`src/hw/rtl/spdpid_pkg.sv`:
```
// Shared definitions for the speed PID controller: field widths, register
// indexes, the command result struct and the 32-bit saturation helper.
// No dependencies.
`timescale 1ns / 1ps

package spdpid_pkg;

    localparam int DATA_W        = 32;
    localparam int INT_OUT_W     = 21;
    localparam int DER_OUT_W     = 18;
    localparam int FRAC_BITS_DEF = 16;
    localparam int SAT_IN_W      = 66;

    localparam logic signed [DATA_W-1:0] DATA_MAX = {1'b0, {(DATA_W-1){1'b1}}};
    localparam logic signed [DATA_W-1:0] DATA_MIN = {1'b1, {(DATA_W-1){1'b0}}};

    typedef enum logic [1:0] {
        REG_TARGET = 2'd0,
        REG_GAIN_P = 2'd1,
        REG_GAIN_I = 2'd2,
        REG_GAIN_D = 2'd3
    } cfg_idx_t;

    typedef struct packed {
        logic signed [DATA_W-1:0] cmd;
        logic                     clear;
    } cmd_res_t;

    function automatic logic signed [DATA_W-1:0] sat_data(
        input logic signed [SAT_IN_W-1:0] v
    );
        logic signed [DATA_W-1:0] r;
        if (v > SAT_IN_W'(DATA_MAX))
        begin
            r = DATA_MAX;
        end
        else if (v < SAT_IN_W'(DATA_MIN))
        begin
            r = DATA_MIN;
        end
        else
        begin
            r = DATA_W'(v);
        end
        return r;
    endfunction

endpackage

```
`src/hw/rtl/spdpid_combine.sv`:
```
// Final stage arithmetic: rounds and saturates the three registered gain
// products, sums them and applies the command dead zone and the target dead-zone clear.
// Depends on spdpid_pkg.
`timescale 1ns / 1ps

module spdpid_combine #(
    parameter int FRAC_BITS = spdpid_pkg::FRAC_BITS_DEF,
    localparam int IW   = FRAC_BITS + 5,
    localparam int DW   = FRAC_BITS + 2,
    localparam int PP_W = 2 * spdpid_pkg::DATA_W,
    localparam int PI_W = spdpid_pkg::DATA_W + IW,
    localparam int PD_W = spdpid_pkg::DATA_W + DW
) (
    input  logic signed [PP_W-1:0] prod_p,
    input  logic signed [PI_W-1:0] prod_i,
    input  logic signed [PD_W-1:0] prod_d,
    input  logic                   tdz,
    output spdpid_pkg::cmd_res_t   res
);
    import spdpid_pkg::*;

    localparam int SUM_W = DATA_W + 2;
    localparam logic signed [DATA_W-1:0] OUT_DZ =
        DATA_W'(((64'sd5 <<< FRAC_BITS) + 64'sd500) / 64'sd1000);

    logic signed [DATA_W-1:0] term_p;
    logic signed [DATA_W-1:0] term_i;
    logic signed [DATA_W-1:0] term_d;
    logic signed [DATA_W-1:0] cmd_sat;
    logic signed [SUM_W-1:0]  sum;
    logic                     cmd_tiny;

    // The products already carry the rounding offset, so a floor shift rounds.
    always_comb
    begin
        term_p   = sat_data(SAT_IN_W'(prod_p >>> FRAC_BITS));
        term_i   = sat_data(SAT_IN_W'(prod_i >>> FRAC_BITS));
        term_d   = sat_data(SAT_IN_W'(prod_d >>> FRAC_BITS));
        sum      = SUM_W'(term_p) + SUM_W'(term_i) + SUM_W'(term_d);
        cmd_sat  = sat_data(SAT_IN_W'(sum));
        cmd_tiny = (cmd_sat < OUT_DZ) && (cmd_sat > -OUT_DZ);
        res.clear = tdz | cmd_tiny;
        res.cmd   = res.clear ? '0 : cmd_sat;
    end

endmodule

```
`config.mk`:
```
export PLATFORM = sky130hd
export DESIGN_NAME = spdpid_combine
export DESIGN_NICKNAME = d
export VERILOG_FILES = /design/src/hw/rtl/spdpid_pkg.sv /design/src/hw/rtl/spdpid_combine.sv
export SDC_FILE = /design/constraint.sdc
export NUM_CORES = 1
export LEC_CHECK = 0
export ABC_AREA = 1
export BUFFER_PORTS_ARGS = -buffer_cell sky130_fd_sc_hd__buf_4
export CAP_MARGIN = 20
export CELL_PAD_IN_SITES_DETAIL_PLACEMENT = 1
export CELL_PAD_IN_SITES_GLOBAL_PLACEMENT = 1
export CORE_MARGIN = 2
export CORE_UTILIZATION = 33
export DETAILED_ROUTE_END_ITERATION = 8
export PLACE_DENSITY = 0.89
export REMOVE_ABC_BUFFERS = 1
export SLEW_MARGIN = 20
export SYNTH_ARGS = -nofsm -noshare
export SYNTH_HDL_FRONTEND = slang
export SYNTH_SLANG_ARGS = --single-unit
```
`constraint.sdc`:
```
create_clock -name vclk -period 5.9
set_input_delay 0.295 -clock vclk [all_inputs]
set_output_delay 0.295 -clock vclk [all_outputs]
set_load 0.01 [all_outputs]
```
# Word level (Yosys, flattened, before mapping)
# Index checks and enable logic that the tools add are counted.
op_classes:
  add_sub_neg: 2
  magnitude_cmp: 10
  muxes: 9
  bitwise: 1
  reduce_logical: 1
op_table:
  columns: ["cell", "n"]
  rows:
  - ["32-bit 2-to-1 mux", 9]
  - ["34-bit by 32-bit > comparator with 1-bit output (second input constant)", 2]
  - ["34-bit by 32-bit < comparator with 1-bit output (second input constant)", 2]
  - ["48-bit by 32-bit > comparator with 1-bit output (second input constant)", 1]
  - ["48-bit by 32-bit < comparator with 1-bit output (second input constant)", 1]
  - ["37-bit by 32-bit > comparator with 1-bit output (second input constant)", 1]
  - ["37-bit by 32-bit < comparator with 1-bit output (second input constant)", 1]
  - ["33-bit by 32-bit adder with 34-bit output", 1]
  - ["32-bit by 32-bit adder with 33-bit output", 1]
  - ["32-bit by 10-bit > comparator with 1-bit output (second input constant)", 1]
  - ["32-bit by 10-bit < comparator with 1-bit output (second input constant)", 1]
  - ["1-bit logical AND", 1]
  - ["1-bit OR", 1]
word_totals:
  regBits: 0
  in_bits: 168
  out_inout_bits: 33
  word_cells: 23

# Longest topological paths before layout
# Gate-level depths: netlist (run 1).
depth:
  ltp_word: 12
  depth_mapped: 38

# Worst setup path before layout (run 1)
# OpenSTA, ideal clock, no wires.
synth_timing:
  kind: "input to output"
  from: "input port prod_i[49]"
  to: "output port res[23] (netlist name)"
  arrival_ps: 4432
  t_required_ps: 5605
  path_slack_ps: 1173
  stages: 33
  cell_sequence: "or2_2 -> o41ai_1 -> clkbuf_1 -> o21ai_0 -> fa_1 -> ha_1 -> inv_1 -> fa_1 -> inv_1 -> nand3_1 -> nand2_2 -> nand2_1 -> nand2_2 -> nand2_1 -> nand2_2 -> nand2_1 -> nand2_1 -> nand2_1 -> nand2_2 -> inv_2 -> nand2_4 -> buf_6 -> nand2_1 -> nand2_1 -> nand2_1 -> nor2_1 -> nand2_1 -> nor3_2 -> nand2_1 -> nand2_2 -> nand2_4 -> buf_6 -> nor2_2"
synth_rtl:
  columns: ["item", "line", "rtl"]
  rows:
  - ["start, declared", "spdpid_combine.sv:15", "input logic signed [PI_W-1:0] prod_i,"]
  - ["end, declared", "spdpid_combine.sv:18", "output spdpid_pkg::cmd_res_t res"]

==> results of run 1 <==
==> kinds of logic after synthesis <==
group / after synthesis / share of synthesized area (%)
simple gates: 456 / 37.8
xor+xnor: 24 / 4.10
fa+ha+maj: 65 / 20.7
buf+inv: 308 / 23.6
compound gates: 136 / 13.8
==> synthesized netlist by cell type <==
cell and instances:
inv_1 277, buf_2 1, nand3_1 27, nor3_1 6
nor4_1 5, fa_1 33, o21a_1 1, nand2_4 2
clkbuf_1 21, ha_1 32, nand4_1 15, nor2_1 59
nand2_2 9, buf_4 2, nor3_2 1, xnor2_1 5
and3_1 2, nor2_2 29, o21bai_1 5, buf_6 6
o21ai_2 1, o21ai_0 100, a31oi_1 3, or2_2 1
o41ai_1 1, nand3_2 1, inv_2 1, xor2_1 19
nand2_1 297, nand3b_1 1, and2_1 1, a21oi_1 25
==> stage by stage <==
stage	util, %	hold WS [ns]	cell area (um2)	power (mW)	TNS [ns]
after floorplan	-	0.905	4960	1.30	-23.04
after global placement	42.8	1.16	6510	1.89	0
after detailed placement	42.8	1.19	6510	1.94	0
after CTS	42.8	1.20	6510	1.95	0
after global routing	43.0	1.23	6540	2.20	0
final	43.0	1.19	6540	1.94	0
==> metal layers <==
metal  wire length (um)  GRT usage (%)  vias to the layer above
met3                413          0.249                       13
met5                  0              0                        -
met4                230           2.43                        0
li1                   -              -                     3203
met1               8370           28.3                     2862
met2               8420           39.0                      111
==> timing repair <==
| action | CTS | global route |
|---|---|---|
| hold endpoints to repair | 0 | 0 |
| setup buffers | 0 | 1 |
| setup endpoints to repair | 0 | 33 |
| gates resized for setup | 0 | 4 |
==> final cells by class <==
cell class / instances / share of cell area [%]
Multi-Input combinational cell: 681 / 60.4
Inverter: 278 / 16.0
Timing Repair Buffer: 168 / 20.0
Tap cell: 188 / 3.60
==> worst min-delay path by stage <==
stage,slack [ns],end,cells after the start
after floorplan,0.91,res[0],2
after global placement,1.16,res[0],5
after detailed placement,1.19,res[0],5
after CTS,1.20,res[0],5
after global routing,1.23,res[0],5
final,1.19,res[0],5
==> power by group through the flow <==
stage	clock network, mW	logic [mW]	registers, mW
2_1_floorplan	0	1.30	0
3_3_place_gp	0	1.89	0
3_5_place_dp	0	1.94	0
4_1_cts	0	1.95	0
5_1_grt	0	2.20	0
6_report	0	1.94	0
==> flow_summary.toml, run 1 <==
[layout]
final_cell_mix = "297 x nand2_1, 277 x inv_1, 162 x buf_4"
multi_input_area_mm2 = 0.00395
layout.nets = 1362
numSequentialCells = 0
final_cell_count_no_fill = 1315
final_common_cell = "nand2_1"
fillers = 2199
drive_gt1_share_pct = 19.3
area_growth_pct = 27.5
antenna_cells = 0
regArea_um2 = 0
clock_buffers = 0

[power_and_ir_drop]
power.density_mw_per_mm2 = 297
power_frac_clock_pct = 0
ir_drop_mv = 0.132
switching_share_pct = 63.4
p_leak_nw = 4.14
pwr-share-comb_pct = 100.0
seq_power_share_pct = 0
intPower_mw = 0.711
p_sw_mw = 1.23

[synthesis]
ys_top_cells_by_area = "nand2_1 22%, inv_1 20%, fa_1 13%"
synth_largest_area_cell = "nand2_1"
netlist_area_mm2 = 0.00513
ys_seq_area_share_pct = 0
syn_avg_cell_area_um2 = 5.18
ys_types = 32
synth_top_area_share_pct = 21.7
postSynthCellCount = 989
ys_warn_count = 0

[setup_path]
path_buf_inv = 9
worstPathRequired_ns = 5.61
cpMaxStageDelayCell = "fa_1"
cp_max_fo = 36
cp.depth = 38
critPathKind = "input pin to output pin"
crit_end = "res[1]"
critPathArrivalTime_ns = 5.05
cp-startpoint = "prod_p[52]"
critPathLaunchType = "input pin"
cp-end-kind = "output pin"
worst_path_largest_cell_delay_ns = 0.41
path_common_cell = "nand2_1"
critical-path-top-delay-family = "simple AND/OR/NAND/NOR gates"

[clock_network]
postCtsHoldBufs = 0

[timing]
setup_violations = 0
hold_violations = 0
slew-limit-headroom_pct = 65.1
fin_crit_sh_pct = 90.6
setup_ws_ns = 0.555
post-route-min-period_ns = 5.34
slew_violations = 0
tightest_slew_ns = 0.523
fmax_ghz = 0.187
rsz0062_at_grt = "no"

[placement]
port_buffers = 153
place_congestion = 0.923
pre_cts_ws_ns = 0.387
dp_hpwl_mm = 15.4
dp.cells = 1314

[grt]
antenna_found_initial = 0
grt_overflow_total = 0
grt_pass1_wl_mm = 29.3
grtUsageTotal_pct = 21.1
first_global_vias = 6416
grt_max_degree = 37

[routing]
avgViaCountPerCell = 4.71
routed_wl_mm = 17.4
wire_per_inst_um = 13.3
drtAntennaViolNets = 0
drt_pass1_iterations = 4
first_iter_violations = 189
drc = 0
vias = 6189

[run]
cap_violations = 0

[die]
dieArea_mm2 = 0.0166
initial_utilization_pct = 33.7
num_rows = 45
dieHeight_um = 129
die_x_um = 129
ios = 201
design.core.area_mm2 = 0.0152

[status]
status = "finished clean"

[min_path]
worstHoldStart = "tdz"
min_path_type = "input pin to output pin"
Note: power is estimated with default switching activity, not from simulation.
==> inputs of run 2 (changes only) <==
ABC_AREA = default   (was 1)
CORE_UTILIZATION = 32   (was 33)
PLACE_DENSITY = 0.88   (was 0.89)
==> flow_summary.toml, run 2 <==
[routing]
drc = 0
routed.top_layer = "met4"
wl_met3_um = 545
wire_per_inst_um = 18.3
routed_wl_mm = 16.8
avgViaCountPerCell = 5.51
drtAntennaViolNets = 0
vias = 5062
drt_pass1_iterations = 4
wl_met2_mm = 8.81
first_iter_violations = 159
wl_met1_mm = 7.19

[synthesis]
synth_top_area_share_pct = 16.4
ys_types = 62
ys_top_cells_by_area = "fa_1 16%, a21oi_1 16%, ha_1 9.9%"
synth_most_common_cell = "a21oi_1"
netlist_area_mm2 = 0.00403
postSynthCellCount = 618
ys_warn_count = 0
synth_largest_area_cell = "fa_1"
syn_avg_cell_area_um2 = 6.52
ys_seq_area_share_pct = 0
synth_common_cells = "125 x a21oi_1, 73 x inv_1, 58 x o21ai_0"

[timing]
tightest_slew_ns = 0.563
fmax_ghz = 0.180
post-route-min-period_ns = 5.57
totalNegativeSetupSlack_ns = 0
rsz0062_at_grt = "no"
hold_violations = 0
setup_violations = 0
slew_violations = 0
slew-limit-headroom_pct = 62.1
fin_crit_sh_pct = 94.4

[power_and_ir_drop]
p_sw_mw = 0.989
totalPowerFinal_mw = 1.64
power.density_mw_per_mm2 = 299
ir_drop_mv = 0.0810
seq_power_share_pct = 0
power_frac_clock_pct = 0
intPower_mw = 0.651
switching_share_pct = 60.3
pwr-share-comb_pct = 100.0
p_leak_nw = 2.56

[layout]
stdcell_area_mm2 = 0.00549
final_common_cell = "buf_4"
antenna_cells = 0
layout.nets = 986
regArea_um2 = 0
utilization_pct = 45.1
drive_gt1_share_pct = 26.8
area_growth_pct = 36.1
final_cell_mix = "169 x buf_4, 122 x a21oi_1, 73 x inv_1"
numSequentialCells = 0
clock_buffers = 0

[grt]
grt_pass1_wl_mm = 26.7
antenna_found_initial = 0
grtUsageTotal_pct = 24.5
first_global_vias = 5444
grt_overflow_total = 0
grt_max_degree = 32

[min_path]
min_path_type = "input pin to output pin"
hold_depth = 5
worstHoldStart = "tdz"
whs_endpoint = "res[11]"

[placement]
dpl_cell_area_mm2 = 0.00539
port_buffers = 153
place_congestion = 0.886
dp_hpwl_mm = 14.1

[die]
dieArea_mm2 = 0.0135
num_rows = 40
die_x_um = 116
ios = 201
initial_utilization_pct = 33.1
dieHeight_um = 116
design.core.area_mm2 = 0.0122

[run]
cap_violations = 0

[setup_path]
critPathKind = "input pin to output pin"
critPathLaunchType = "input pin"
critPathArrivalTime_ns = 5.27
cp-end-kind = "output pin"
worstPathRequired_ns = 5.61
cp_max_fo = 31

[status]
status = "finished clean"
[run 2: power groups by stage]
stage / clock (mW) / sequential [mW] / combinational, mW
floorplan: 0 / 0 / 1.02
global placement: 0 / 0 / 1.56
detailed placement: 0 / 0 / 1.61
CTS: 0 / 0 / 1.62
global route: 0 / 0 / 1.81
finish: 0 / 0 / 1.64
[run 2: how the worst max path moves through the flow]
stage                     startpoint      end  slack (ns)  cells after the start
after floorplan           prod_p[62]   res[0]       -1.36                     18
after global routing      prod_p[62]  res[19]       0.008                     22
after CTS                 prod_p[62]   res[0]        0.04                     19
after detailed placement  prod_p[62]   res[0]        0.06                     19
final                     prod_p[62]  res[19]        0.33                     22
after global placement    prod_p[62]   res[6]        0.20                     19
[run 2: per-stage QoR]
stage	hold WS [ns]	setup WS, ns	std cells
floorplan	1.12	-1.36	578
global placement	1.25	0.201	918
detailed placement	1.23	0.0624	918
CTS	1.23	0.0383	918
global route	1.25	0.00767	919
finish	1.22	0.333	919
[run 2: cell type report]
type	instances	area, um2
inverters	73	274
multi-input cells	505	3650
fillers	1609	6680
well taps	168	210
repair buffers	173	1350
[run 2: kinds of logic (layout without fill, tap and decap cells)]
group	after synthesis	in the layout	synth area share [%]
AO/OA/AOI/OAI	241	241	35.1
XOR/XNOR	28	28	6.08
adder cells (fa/ha/maj)	65	65	26.3
buffers and inverters	113	246	11.8
multiplexers	1	1	0.279
AND/OR/NAND/NOR	170	170	20.4
[run 2: what timing repair did]
| item | CTS | global route |
|---|---|---|
| buffers inserted | 0 | 1 |
| resized for setup | 0 | 13 |
| hold buffers | 0 | 0 |
| endpoints found under the setup margin | 0 | 33 |
[run 2: per-layer routing]
metal	vias up	track usage, %
met1	2467	30.2
met3	18	0.623
li1	2432	-
met4	0	3.97
met5	-	0
met2	145	47.8
[run 2: worst max-delay path, stage by stage]
cell and delay [ns]:
buf_4 0.09, nand4_1 0.17, o41ai_4 0.44, buf_12 0.25, a21oi_1 0.12, fa_1 0.42, inv_1 0.07, ha_1 0.18
inv_1 0.07, fa_1 0.42, nand2b_1 0.22, a211oi_4 0.37, o211ai_1 0.24, a21oi_2 0.26, mux2_2 0.37, a21oi_2 0.16
nand2_1 0.08, nor4_1 0.30, a41o_1 0.30, buf_4 0.21, nor2_1 0.08, buf_4 0.14
